--- src/sv/dsg_pkg.sv ---
// Package: shared types, constants and register codes of the damped sinusoid generator.
`timescale 1ns / 1ps
package dsg_pkg;

	localparam int COS_TABLE_DEPTH_DEF = 1024;
	localparam int PADDR_W             = 5;
	localparam int PDATA_W             = 32;
	localparam int AMP_W               = 16;
	localparam int WORD_W              = 32;
	localparam int TOTAL_W             = 21;
	localparam int CNT_W               = 20;
	localparam int VALUE_W             = 17;

	localparam logic [AMP_W-1:0]   AMPLITUDE_RST    = 16'd32767;
	localparam logic [WORD_W-1:0]  DECAY_RST        = 32'hFFFF_FFFF;
	localparam logic [WORD_W-1:0]  STEP_RST         = 32'd0;
	localparam logic [WORD_W-1:0]  START_PHASE_RST  = 32'd0;
	localparam logic [TOTAL_W-1:0] TOTAL_RST        = 21'd1024;
	localparam logic [TOTAL_W-1:0] COUNT_LIMIT      = 21'h10_0000;
	localparam logic [WORD_W-1:0]  ENVELOPE_ONE     = 32'hFFFF_FFFF;

	// Fixed-point constants for building the cosine table at elaboration.
	localparam longint Q30_ONE = 64'sd1073741824;
	localparam longint PI_Q30  = 64'sd3373259426;

	typedef enum logic [2:0] {
		REG_AMPLITUDE    = 3'd0,
		REG_DECAY_FACTOR = 3'd1,
		REG_PHASE_STEP   = 3'd2,
		REG_START_PHASE  = 3'd3,
		REG_SAMPLE_TOTAL = 3'd4
	} reg_idx_t;

	typedef struct packed {
		logic [AMP_W-1:0]   amplitude;
		logic [WORD_W-1:0]  decay_factor;
		logic [WORD_W-1:0]  phase_step;
		logic [WORD_W-1:0]  start_phase;
		logic [TOTAL_W-1:0] sample_total;
	} cfg_t;

	// Controller to datapath commands.
	typedef struct packed {
		logic load;   // request taken; apply restart
		logic fetch;  // table read, amplitude * envelope
		logic mult;   // magnitude product, state advance
		logic emit;   // round and load the output register
	} cmd_t;

	typedef enum logic [1:0] {
		ST_IDLE  = 2'd0,
		ST_FETCH = 2'd1,
		ST_MULT  = 2'd2,
		ST_ROUND = 2'd3
	} state_t;

endpackage

--- src/sv/dsg_ctrl.sv ---
// Controller: sequences one request through fetch, multiply and round.
`timescale 1ns / 1ps
module dsg_ctrl
	import dsg_pkg::*;
(
	input  logic clk,
	input  logic arst_n,
	input  logic in_valid,
	output logic in_ready,
	output logic out_valid,
	input  logic out_ready,
	output cmd_t cmd
);

	state_t state_q, state_d;
	logic   out_valid_q;
	logic   slot_free;

	assign slot_free = ~out_valid_q | out_ready;
	assign out_valid = out_valid_q;

	always_comb begin
		state_d = state_q;
		unique case (state_q)
			ST_IDLE:  if (in_valid) state_d = ST_FETCH;
			ST_FETCH: state_d = ST_MULT;
			ST_MULT:  state_d = ST_ROUND;
			ST_ROUND: if (slot_free) state_d = ST_IDLE;
		endcase
	end

	always_comb begin
		in_ready  = 1'b0;
		cmd       = '0;
		unique case (state_q)
			ST_IDLE: begin
				in_ready = 1'b1;
				cmd.load = in_valid;
			end
			ST_FETCH: cmd.fetch = 1'b1;
			ST_MULT:  cmd.mult  = 1'b1;
			ST_ROUND: cmd.emit  = slot_free;
		endcase
	end

	always_ff @(posedge clk or negedge arst_n) begin
		if (!arst_n) begin
			state_q     <= ST_IDLE;
			out_valid_q <= 1'b0;
		end else begin
			state_q <= state_d;
			if (cmd.emit) out_valid_q <= 1'b1;
			else if (out_ready) out_valid_q <= 1'b0;
		end
	end

endmodule

--- config.mk ---
export PLATFORM = sky130hd
export DESIGN_NAME = dsg_ctrl
export DESIGN_NICKNAME = d
export VERILOG_FILES = /design/src/sv/dsg_pkg.sv /design/src/sv/dsg_ctrl.sv
export SDC_FILE = /design/constraint.sdc
export NUM_CORES = 1
export LEC_CHECK = 0
export BUFFER_PORTS_ARGS = -buffer_cell sky130_fd_sc_hd__buf_2
export CAP_MARGIN = 20
export CORE_AREA = 2 2 39 41
export DETAILED_ROUTE_END_ITERATION = 16
export DIE_AREA = 0 0 41 43
export GPL_TIMING_DRIVEN = 0
export HOLD_SLACK_MARGIN = 0.05
export PLACE_DENSITY = 0.39
export SETUP_SLACK_MARGIN = 0.2
export SYNTH_ARGS = -nofsm -noshare
export SYNTH_HDL_FRONTEND = slang
export SYNTH_SLANG_ARGS = --single-unit
--- constraint.sdc ---
create_clock -name clk -period 2.5 [get_ports clk]
set_input_delay 0.375 -clock clk [delete_from_list [all_inputs] [get_ports clk]]
set_output_delay 0.375 -clock clk [all_outputs]
set_load 0.05 [all_outputs]
==> tab_implementation.tex <==
\begin{tabular}{lr}
\hline
Metric & Value \\
\hline
\multicolumn{2}{l}{\textbf{CTS}} \\
Clock tree from TritonCTS & built \\
CTS-repair resized insts & 0 \\
H-tree levels & 1 \\
Number of buffers created by CTS & 3 \\
Post-CTS setup buffer count & 0 \\
Clk slew on worst S/H paths & 0.04 ns \\
Clock Path Buffers & 2 \\
CTS Hold Bufs & 1 \\
Clock network latency to the later pin of the worst-skew pair & 0.23 ns \\
\# clock sinks & 3 \\
Master cell of the clock root buffer & clkbuf\_4 \\
\multicolumn{2}{l}{\textbf{Setup path}} \\
Critical path peak fanout & 4 \\
Series of cell instances along the critical path & inv\_1 > ha\_1 > and2\_1 > buf\_2 \\
Endpoint class of the critical path & output pin \\
Worst path buffer plus inverter count & 2 \\
Critical Path RT & 2.12 ns \\
Path type of the worst setup path & reg -> out \\
CP top delay family & flip-flops \\
CP max stage cell & dfrtp\_1 \\
Largest stage delay on the critical path & 0.41 ns \\
Category of the worst setup path launch point & flop \\
CP Data Arrival Time & 1.34 ns \\
\multicolumn{2}{l}{\textbf{Routing}} \\
Post-detailed-route wirelength per cell & 8.58 um \\
Remaining DRCs & 0 \\
Vias per cell & 3.58 \\
Via count & approximately 170 \\
Final routed wirelength across all metal layers & between 400 and 500 um \\
Number of nets with antenna violations after routing & 0 \\
Detailed Route Iter0 Violations & 0 \\
Drt pass-1 iters & 1 \\
\multicolumn{2}{l}{\textbf{STA}} \\
Post-Route Setup TNS & 0 ns \\
Clock tree skew after final layout & 0.000207 ns \\
Setup violators final & 0 \\
Setup slack of the critical path after layout & 0.782 ns \\
Max-Slew Margin vs Limit & 83.5\% \\
F\_max & slightly below 600 MHz \\
Period utilization & 68.7\% \\
Transition time at the pin with the least slew margin & 0.250 ns \\
Minimum clock period & 1.72 ns \\
Final hold vios & 0 \\
RSZ-0062 raised after global routing & false \\
Final Max Tran Viols & 0 \\
\multicolumn{2}{l}{\textbf{Worst hold path}} \\
Kind of path behind the tightest hold check & in -> reg \\
\multicolumn{2}{l}{\textbf{Logic synthesis}} \\
Post-synthesis cell type count & 9 \\
\#FFs+latches synth & 3 \\
Number of warnings printed during yosys synthesis & 0 \\
Syn\_area\_per\_cell & 11.4 um\^{}2 \\
Mapped Cells & 18 \\
Share of the yosys chip area belonging to registers & 36.6\% \\
Net count after synthesis & 26 \\
Netlist area before placement & a little over 200 um\^{}2 \\
\multicolumn{2}{l}{\textbf{Global routing}} \\
All-Layer GR Usage & about 6.5\% \\
First-pass GRT wire length & 710 um \\
Maximum number of pins on one net before global-route repair & 5 \\
Via count of the first global-routing pass & approximately 190 \\
Initial antenna violation count & 0 \\
GRT Residual Overflow & 0 \\
\multicolumn{2}{l}{\textbf{Flow run}} \\
Reported max-cap violation count & 0 \\
\multicolumn{2}{l}{\textbf{Placed design}} \\
Pre-CTS setup slack & about 1 ns \\
Port Buf Inserts & 9 \\
Final RePlAce weighted congestion & 0.636 \\
Placed Area & 270 um\^{}2 \\
Half-perimeter wire length of the detailed placement result & 331 um \\
\multicolumn{2}{l}{\textbf{Floorplan}} \\
X dimension of the die & 41 um \\
Initial Utilization & 14.8\% \\
Number of top-level pins & 10 \\
Die height & 43 um \\
Standard-cell row count & 14 \\
Core region area & approximately 0.0014 mm\^{}2 \\
Die ar. & 0.00176 mm\^{}2 \\
\multicolumn{2}{l}{\textbf{Layout}} \\
Antenna diode count & 0 \\
Signed area change from the synthesized netlist to the final layout & 49.4\% \\
Utilization after layout & 22.2\% \\
Filler cells & 149 \\
Number of nets in the finished design & 41 \\
Post-route standard cell area excluding fillers & roughly 310 um\^{}2 \\
Share of post-route cells with drive strength above 1 & 46.9\% \\
\multicolumn{2}{l}{\textbf{Run status}} \\
Outcome & finished, final reports clean \\
\hline
\end{tabular}
## cell families (layout without fill, tap and decap cells)
family | after synthesis | after routing | share of synthesized area (%)
mux | 1 | 1 | 7.31
fa+ha+maj | 4 | 4 | 24.4
flops | 3 | 3 | 36.6
buf+inv | 3 | 17 | 5.49
compound gates | 2 | 2 | 9.76
simple gates | 5 | 5 | 16.5
## worst min-delay path, stage by stage
cell	delay [ns]
buf_2	0.09
nand2b_1	0.10
nand2b_1	0.05
## metrics by stage
step                      std cells  hold WS (ns)
after CTS                        48         0.430
after floorplan                  18        0.0794
after global placement           43         0.171
after global routing             48         0.458
after detailed placement         43         0.173
final                            48         0.432
## per-layer routing
| metal | GRT usage [%] | wire (um) | vias to the layer above | share of wire [%] |
|---|---|---|---|---|
| li1 | - | - | 86 | - |
| met1 | 6.80 | 198 | 74 | 48 |
| met2 | 8.13 | 143 | 12 | 35 |
| met3 | 6.28 | 71 | 0 | 17 |
| met4 | 4.00 | 0 | 0 | 0 |
| met5 | 0 | 0 | - | 0 |
## layout by cell type (no fill, tap or decap)
cell type      instances
clkbuf_4               3
dlygate4sd3_1          1
mux2_4                 1
o32a_2                 1
a21oi_2                1
buf_2                  9
ha_1                   4
dfrtp_1                3
and3b_1                1
and2_1                 2
inv_1                  3
clkbuf_1               1
nand2b_1               2
## synth_stat cells
cell      number  area (um^2)
a21oi_2        1         8.76
mux2_4         1         15.0
and2_1         2         12.5
ha_1           4         50.1
dfrtp_1        3         75.1
and3b_1        1         8.76
nand2b_1       2         12.5
inv_1          3         11.3
o32a_2         1         11.3
## final cells by class
class                   instances  area (um^2)  share of cell area [%]
clock buffers                   4         26.3                    8.57
well taps                      16         20.0                    6.53
inverters                       3         11.3                    3.67
repair buffers                 10         55.1                    18.0
multi-input cells              12          119                    38.8
flip-flops and latches          3         75.1                    24.5
## registers in the layout, indices dropped and copies added (netlist names)
| register | cells |
|---|---|
| state_q | 2 |
| out_valid | 1 |
## path summary, 6_finish.rpt
kind                       slack, ns                   start                     end  cells after the start
min reg2reg                     0.53   out_valid$_DFFE_PN0P_   out_valid$_DFFE_PN0P_                      2
max reg2reg                     1.09  state_q[0]$_DFFE_PN0P_  state_q[1]$_DFFE_PN0P_                      4
min in group asynchronous       0.47                  arst_n   out_valid$_DFFE_PN0P_                      2
max in group asynchronous       1.92                  arst_n  state_q[1]$_DFFE_PN0P_                      2
max                             0.78  state_q[0]$_DFFE_PN0P_                  cmd[3]                      4
min                             0.43               out_ready   out_valid$_DFFE_PN0P_                      3
Power is not shown: default switching activity piles up to over one toggle a cycle in this logic, so the estimate is an artifact.
