--- src/sv/dsg_pkg.sv ---
// Package: shared types, constants and register codes of the damped sinusoid generator.
`timescale 1ns / 1ps
package dsg_pkg;

	localparam int COS_TABLE_DEPTH_DEF = 1024;
	localparam int PADDR_W             = 5;
	localparam int PDATA_W             = 32;
	localparam int AMP_W               = 16;
	localparam int WORD_W              = 32;
	localparam int TOTAL_W             = 21;
	localparam int CNT_W               = 20;
	localparam int VALUE_W             = 17;

	localparam logic [AMP_W-1:0]   AMPLITUDE_RST    = 16'd32767;
	localparam logic [WORD_W-1:0]  DECAY_RST        = 32'hFFFF_FFFF;
	localparam logic [WORD_W-1:0]  STEP_RST         = 32'd0;
	localparam logic [WORD_W-1:0]  START_PHASE_RST  = 32'd0;
	localparam logic [TOTAL_W-1:0] TOTAL_RST        = 21'd1024;
	localparam logic [TOTAL_W-1:0] COUNT_LIMIT      = 21'h10_0000;
	localparam logic [WORD_W-1:0]  ENVELOPE_ONE     = 32'hFFFF_FFFF;

	// Fixed-point constants for building the cosine table at elaboration.
	localparam longint Q30_ONE = 64'sd1073741824;
	localparam longint PI_Q30  = 64'sd3373259426;

	typedef enum logic [2:0] {
		REG_AMPLITUDE    = 3'd0,
		REG_DECAY_FACTOR = 3'd1,
		REG_PHASE_STEP   = 3'd2,
		REG_START_PHASE  = 3'd3,
		REG_SAMPLE_TOTAL = 3'd4
	} reg_idx_t;

	typedef struct packed {
		logic [AMP_W-1:0]   amplitude;
		logic [WORD_W-1:0]  decay_factor;
		logic [WORD_W-1:0]  phase_step;
		logic [WORD_W-1:0]  start_phase;
		logic [TOTAL_W-1:0] sample_total;
	} cfg_t;

	// Controller to datapath commands.
	typedef struct packed {
		logic load;   // request taken; apply restart
		logic fetch;  // table read, amplitude * envelope
		logic mult;   // magnitude product, state advance
		logic emit;   // round and load the output register
	} cmd_t;

	typedef enum logic [1:0] {
		ST_IDLE  = 2'd0,
		ST_FETCH = 2'd1,
		ST_MULT  = 2'd2,
		ST_ROUND = 2'd3
	} state_t;

endpackage

--- src/sv/dsg_regs.sv ---
// Configuration register file behind an APB-style port.
`timescale 1ns / 1ps
module dsg_regs
	import dsg_pkg::*;
(
	input  logic               clk,
	input  logic               arst_n,
	input  logic               psel,
	input  logic               penable,
	input  logic               pwrite,
	input  logic [PADDR_W-1:0] paddr,
	input  logic [PDATA_W-1:0] pwdata,
	output logic [PDATA_W-1:0] prdata,
	output logic               pready,
	output cfg_t               cfg
);

	cfg_t     cfg_q;
	reg_idx_t sel;
	logic     wr_en;

	assign sel    = reg_idx_t'(paddr[PADDR_W-1:2]);
	assign wr_en  = psel & penable & pwrite;
	assign pready = 1'b1;
	assign cfg    = cfg_q;

	always_ff @(posedge clk or negedge arst_n) begin
		if (!arst_n) begin
			cfg_q.amplitude    <= AMPLITUDE_RST;
			cfg_q.decay_factor <= DECAY_RST;
			cfg_q.phase_step   <= STEP_RST;
			cfg_q.start_phase  <= START_PHASE_RST;
			cfg_q.sample_total <= TOTAL_RST;
		end else if (wr_en) begin
			case (sel)
				REG_AMPLITUDE:    cfg_q.amplitude    <= pwdata[AMP_W-1:0];
				REG_DECAY_FACTOR: cfg_q.decay_factor <= pwdata;
				REG_PHASE_STEP:   cfg_q.phase_step   <= pwdata;
				REG_START_PHASE:  cfg_q.start_phase  <= pwdata;
				REG_SAMPLE_TOTAL: cfg_q.sample_total <= pwdata[TOTAL_W-1:0];
				default: ;
			endcase
		end
	end

	always_comb begin
		case (sel)
			REG_AMPLITUDE:    prdata = PDATA_W'(cfg_q.amplitude);
			REG_DECAY_FACTOR: prdata = cfg_q.decay_factor;
			REG_PHASE_STEP:   prdata = cfg_q.phase_step;
			REG_START_PHASE:  prdata = cfg_q.start_phase;
			REG_SAMPLE_TOTAL: prdata = PDATA_W'(cfg_q.sample_total);
			default:          prdata = '0;
		endcase
	end

endmodule

--- config.mk ---
export PLATFORM = sky130hd
export DESIGN_NAME = dsg_regs
export DESIGN_NICKNAME = d
export VERILOG_FILES = /design/src/sv/dsg_pkg.sv /design/src/sv/dsg_regs.sv
export SDC_FILE = /design/constraint.sdc
export NUM_CORES = 1
export LEC_CHECK = 0
export ABC_AREA = 1
export BUFFER_PORTS_ARGS = -buffer_cell sky130_fd_sc_hd__buf_2
export CAP_MARGIN = 5
export CORE_MARGIN = 3
export CORE_UTILIZATION = 55
export CTS_CLUSTER_DIAMETER = 30
export DETAILED_ROUTE_END_ITERATION = 6
export GPL_ROUTABILITY_DRIVEN = 1
export PLACE_DENSITY = 0.95
export SETUP_SLACK_MARGIN = 0.15
export SYNTH_ARGS = -nofsm -noshare
export SYNTH_HDL_FRONTEND = slang
export SYNTH_SLANG_ARGS = --single-unit
--- constraint.sdc ---
create_clock -name clk -period 4.3 [get_ports clk]
set_input_delay 0.86 -clock clk [delete_from_list [all_inputs] [get_ports clk]]
set_output_delay 0.86 -clock clk [all_outputs]
set_load 0.1 [all_outputs]
==> flow_metrics.py, run 1 <==
metrics = {
    "status": {
        "outcome": "completed",
    },
    "setup_path": {
        "crit_type": "in2out",
        "cpPeakStageDelay_ns": 0.57,
        "cp_data_arrival_time_ns": 2.85,
        "cp_cell_sequence": "buf_2, inv_4, nor3_4, buf_4, nand2_1, nand3_1, buf_12",
        "r2r_slack_ns": 3.46,
        "rr_startpoint": "cfg[116]",
        "critPathSlowestCell": "nor3_4",
        "cp-start-kind": "input pin",
        "worstReg2RegEnd": "cfg[116]",
        "cp_data_required_time_ns": 3.44,
        "crit_path_max_fanout": 24,
        "reg2regPathDepth": 2,
        "crit_path_end_kind": "output pin",
    },
    "drt": {
        "drtIter0Drc": 647,
        "via_count": 6297,
        "viasPerCell": 5.71,
        "dr.pass1.iters": 5,
        "wl_per_cell_um": 18.1,
        "wl_mm": 20.0,
        "drc_errors": 0,
        "final_antenna_net_count": 0,
    },
    "hold_path": {
        "hold_path_end": "cfg[89]",
        "hold_start": "cfg[89]",
        "min_path_cells": 2,
        "hold_class": "reg2reg",
    },
    "clocking": {
        "clk_latency_ns": 0.40,
        "clk_pin_slew_ns": 0.06,
        "numCtsBuffers": 17,
        "root_buffer": "clkbuf_16",
        "htreeDepth": 4,
        "cts.repair.resized": 0,
        "ctsHoldBuffers": 0,
        "tritoncts": "built",
        "cts_sinks": 133,
        "post-cts-setup-buffers": 0,
        "cts_buffer_depth": 2,
    },
    "global_route": {
        "antenna_found_initial": 0,
        "grt_pass1_vias": 6127,
        "use_met2_pct": 54.0,
        "met1_usage_pct": 37.5,
        "grt_max_degree": 102,
        "grtUsageTotal_pct": 31.2,
        "top_usage_layer": "met2",
        "grt_pass1_wl_mm": 31.3,
        "overflow": 0,
        "use_met3_pct": 7.21,
    },
    "power_and_ir_drop": {
        "cellLeakagePower_nw": 4.41,
        "seqPwrFrac_pct": 28.7,
        "clkPwrFrac_pct": 23.7,
        "ir_worst_vdd_mv": 0.607,
        "p_sw_w": 0.00323,
        "p_per_area_nw_per_um2": 732,
        "finalPower_w": 0.00611,
        "internal_power_w": 0.00288,
        "swShare_pct": 52.9,
        "p_comb_share_pct": 47.6,
    },
    "place": {
        "dp_slack_ns": 0.659,
        "postPlaceCellArea_um2": 7750,
        "place_congestion": 0.901,
        "portBuffers": 204,
        "place_hpwl_mm": 12.5,
    },
    "job": {
        "cap_violations": 0,
    },
    "die": {
        "core_um2": 11100,
        "die_area_um2": 12900,
        "start_util_pct": 57.6,
        "die_w_um": 114,
        "row_count": 38,
        "die_y_um": 114,
        "num_io_pins": 208,
    },
    "synthesis": {
        "synth_common_cells": "246 x nand2_1, 111 x o21ai_0, 85 x dfrtp_1, 77 x inv_1, 51 x nand3_1",
        "seq_area_frac_synth_pct": 53.1,
        "yosysUniqueCellTypes": 23,
        "synth_area_um2": 6390,
        "synthArstFlopShare_pct": 100,
        "synth_edf_count": 0,
        "synth_flop_cell": "dfrtp_1",
        "syn_nets": 810,
        "ys_warn_count": 0,
        "synth_top_area_share_pct": 33.3,
        "synth_area_per_cell_um2": 8.32,
        "synth-seq-cells": 133,
        "synthMostInstantiatedCell": "nand2_1",
        "yosys-top-cells-area": "dfrtp_1 33%, dfstp_2 20%, nand2_1 14%",
        "syn_inst": 768,
        "synth_top_cell_by_area": "dfrtp_1",
    },
    "timing": {
        "fin_worst_skew_ns": 0,
        "setup-tns-final_ns": 0,
        "finalCriticalPeriod_ns": 3.71,
        "relSlewSlack_pct": 37.6,
        "rsz0062_at_grt": "false",
        "max_freq_mhz": 270,
        "hold_viol": 0,
        "setup_viol": 0,
        "whs_ns": 0.494,
        "worst-slew-pin-transition_ns": 0.936,
        "finalWorstSetupSlack_ns": 0.594,
        "slew_viol_final": 0,
        "period_share_pct": 86.2,
    },
    "layout": {
        "n_antenna_cell": 0,
        "largest_reg_flops": 133,
        "area_growth_pct": 30.7,
        "drive_gt1_share_pct": 34.7,
        "fin_nets": 992,
        "finalInstanceArea_um2": 8350,
    },
}
-- cell usage in the layout (no fill, tap or decap), types with 3 or more instances in the layout --
master	instances
clkinvlp_4	4
o21ai_1	4
nand4_1	28
clkbuf_16	17
buf_4	8
clkbuf_8	3
dfrtp_1	85
nor2_1	25
o21ai_0	111
nand3_1	51
inv_1	77
buf_2	178
dfstp_2	48
o21ai_2	32
nand2_1	246
buf_12	25
-- area by class of cell --
class / count / area, um^2
Inverter: 80 / 305
Timing Repair Buffer: 212 / 1460
Sequential cell: 133 / 3390
Clock buffer: 21 / 470
Tap cell: 140 / 175
Clock inverter: 11 / 126
Fill cell: 734 / 2730
Multi-Input combinational cell: 506 / 2420
-- per-stage QoR --
step                      util (%)  std cells
final                         75.3       1103
after global routing          75.3       1103
after CTS                     75.3       1103
after detailed placement      70.0       1071
after global placement        70.0       1071
after floorplan                  -        768
-- worst max-delay path, delay by kind of cell --
kind	cells	cell delay, ns
buffers and inverters	4	1.19
AND/OR/NAND/NOR	3	0.78
-- cells by family (layout without fill, tap and decap cells) --
logic type / Yosys count / after routing / share of synthesized area [%]
AOI/OAI and AO/OA: 147 / 147 / 13.4
DFF: 133 / 133 / 53.1
buffers and inverters: 129 / 324 / 9.19
and+or+nand+nor: 358 / 358 / 24.3
other: 1 / 1 / 0.0587
-- metal layers --
| metal | up-vias | routed length (um) |
|---|---|---|
| li1 | 2837 | - |
| met1 | 3022 | 7430 |
| met2 | 380 | 10200 |
| met3 | 58 | 1710 |
| met4 | 0 | 586 |
| met5 | - | 0 |
-- how the worst max path moves through the flow --
stage	start	endpoint	slack, ns	cells past startpoint
finish	paddr[3]	prdata[27]	0.59	7
floorplan	paddr[3]	prdata[22]	1.01	6
global placement	paddr[3]	prdata[27]	0.75	7
detailed placement	paddr[3]	prdata[27]	0.66	7
global route	paddr[3]	prdata[27]	0.53	7
CTS	paddr[3]	prdata[27]	0.63	7
-- power groups by stage --
stage / combinational (W) / clock, W / sequential [W]
global route: 0.00299 / 0.00153 / 0.00178
CTS: 0.00291 / 0.00146 / 0.00175
detailed placement: 0.00290 / 0 / 0.00176
finish: 0.00291 / 0.00145 / 0.00176
floorplan: 0.000603 / 0 / 0.00352
global placement: 0.00286 / 0 / 0.00174
Note: power is estimated with default switching activity, not from simulation.
==> run 2, diff against run 1 <==
--- a/config.mk
+++ b/config.mk
@@ -8,6 +8,7 @@
 export ABC_AREA = 1
 export BUFFER_PORTS_ARGS = -buffer_cell sky130_fd_sc_hd__buf_2
 export CAP_MARGIN = 5
+export CORE_ASPECT_RATIO = 0.9
 export CORE_MARGIN = 3
 export CORE_UTILIZATION = 55
 export CTS_CLUSTER_DIAMETER = 30
==> flow_metrics.py, run 2 (same netlist as run 1, synthesis figures left out) <==
metrics = {
    "die": {
        "core_um2": 11100,
        "num_io_pins": 208,
        "die_w_um": 120,
        "row_count": 36,
        "die_area_um2": 12900,
        "start_util_pct": 57.6,
        "die_y_um": 108,
    },
    "layout": {
        "multi_input_area_um2": 2420,
        "final.fill_count": 783,
        "largest_reg_flops": 133,
        "ff_latch_area_um2": 3390,
        "fin_util_pct": 75.7,
        "drive_gt1_share_pct": 35.0,
        "area_growth_pct": 31.4,
        "n_antenna_cell": 0,
        "final_common_cell": "nand2_1",
        "fin_nets": 993,
        "final_cell_mix": "246 x nand2_1, 178 x buf_2, 111 x o21ai_0, 85 x dfrtp_1, 77 x inv_1",
    },
    "timing": {
        "worst-slew-pin-transition_ns": 0.933,
        "relSlewSlack_pct": 37.7,
        "fin_worst_skew_ns": 0,
        "whs_ns": 0.498,
        "setup-tns-final_ns": 0,
        "setup_viol": 0,
        "max_freq_mhz": 279,
        "finalCriticalPeriod_ns": 3.58,
        "slew_viol_final": 0,
        "rsz0062_at_grt": "false",
        "period_share_pct": 83.2,
        "hold_viol": 0,
    },
    "power_and_ir_drop": {
        "p_comb_share_pct": 47.3,
        "clkPwrFrac_pct": 24.3,
        "swShare_pct": 52.4,
        "p_per_area_nw_per_um2": 735,
        "p_sw_w": 0.00323,
        "internal_power_w": 0.00293,
        "seqPwrFrac_pct": 28.5,
        "ir_worst_vdd_mv": 0.539,
        "finalPower_w": 0.00617,
        "cellLeakagePower_nw": 4.43,
    },
    "setup_path": {
        "crit_path_max_fanout": 24,
        "r2r_slack_ns": 3.47,
        "cp-start-kind": "input pin",
        "critical_path.startpoint": "paddr[3]",
        "crit_end": "prdata[0]",
        "reg2regPathDepth": 2,
        "rr_startpoint": "cfg[10]",
        "cp_data_required_time_ns": 3.44,
        "worstReg2RegEnd": "cfg[10]",
        "crit_type": "in2out",
        "cp_data_arrival_time_ns": 2.72,
        "crit_path_end_kind": "output pin",
    },
    "clocking": {
        "cts.repair.resized": 0,
        "root_buffer": "clkbuf_16",
        "tritoncts": "built",
        "clk_pin_slew_ns": 0.06,
        "clk_latency_ns": 0.41,
        "ctsHoldBuffers": 0,
        "cts_buffer_depth": 2,
        "htreeDepth": 4,
        "post-cts-setup-buffers": 0,
        "numCtsBuffers": 17,
        "cts_sinks": 133,
    },
    "drt": {
        "via_count": 6312,
        "viasPerCell": 5.66,
        "final_antenna_net_count": 0,
        "drc_errors": 0,
        "dr.pass1.iters": 6,
        "wl_per_cell_um": 18.0,
        "wl_mm": 20.1,
        "drtIter0Drc": 614,
    },
    "global_route": {
        "antenna_found_initial": 0,
        "grtUsageTotal_pct": 31.6,
        "grt_max_degree": 65,
        "overflow": 0,
        "grt_pass1_wl_mm": 31.7,
        "grt_pass1_vias": 6225,
    },
    "status": {
        "outcome": "completed",
    },
    "hold_path": {
        "hold_class": "reg2reg",
    },
    "place": {
        "place_hpwl_mm": 13.1,
        "place_congestion": 0.840,
        "portBuffers": 204,
    },
    "job": {
        "cap_violations": 0,
    },
}
-- run 2: metal layers --
metal / vias up / track usage (%) / wire, um
li1: 2843 / - / -
met1: 3062 / 36.7 / 7510
met2: 341 / 54.4 / 10200
met3: 66 / 8.42 / 1630
met4: 0 / 15.9 / 776
met5: - / 0 / 0
-- run 2: critical path: stages --
cell and delay [ns]:
buf_2 0.51, inv_4 0.19, nor3_4 0.25, buf_4 0.31, nand2_1 0.09, nand2_1 0.07, buf_2 0.41
-- run 2: how the worst min path moves through the flow --
stage	startpoint	end	depth (start not counted)
detailed placement	cfg[105]	cfg[105]	2
global route	cfg[98]	cfg[98]	2
floorplan	arst_n	cfg[0]	0
CTS	cfg[115]	cfg[115]	2
global placement	cfg[105]	cfg[105]	2
finish	cfg[115]	cfg[115]	2
-- run 2: power by group through the flow --
| stage | Combinational, W | Clock, W | Sequential (W) |
|---|---|---|---|
| after floorplan | 0.000603 | 0 | 0.00352 |
| after global placement | 0.00287 | 0 | 0.00174 |
| after detailed placement | 0.00291 | 0 | 0.00176 |
| after CTS | 0.00292 | 0.00150 | 0.00174 |
| after global routing | 0.00300 | 0.00157 | 0.00178 |
| final | 0.00291 | 0.00150 | 0.00175 |
-- run 2: cell type report --
cell class	count	share of cell area, %
clock buffer	20	5.56
clock inverter	12	1.80
inverter	80	3.64
multi-input combinational	506	28.9
sequential	133	40.4
tap	152	2.27
timing repair buffer	213	17.5
-- run 2: per-stage QoR --
stage | cells | area [um^2] | setup slack, ns
after CTS | 1116 | 8390 | 0.763
final | 1116 | 8390 | 0.722
after global routing | 1116 | 8390 | 0.588
after floorplan | 768 | 6390 | 1.01
after global placement | 1084 | 7770 | 0.806
after detailed placement | 1084 | 7770 | 0.776
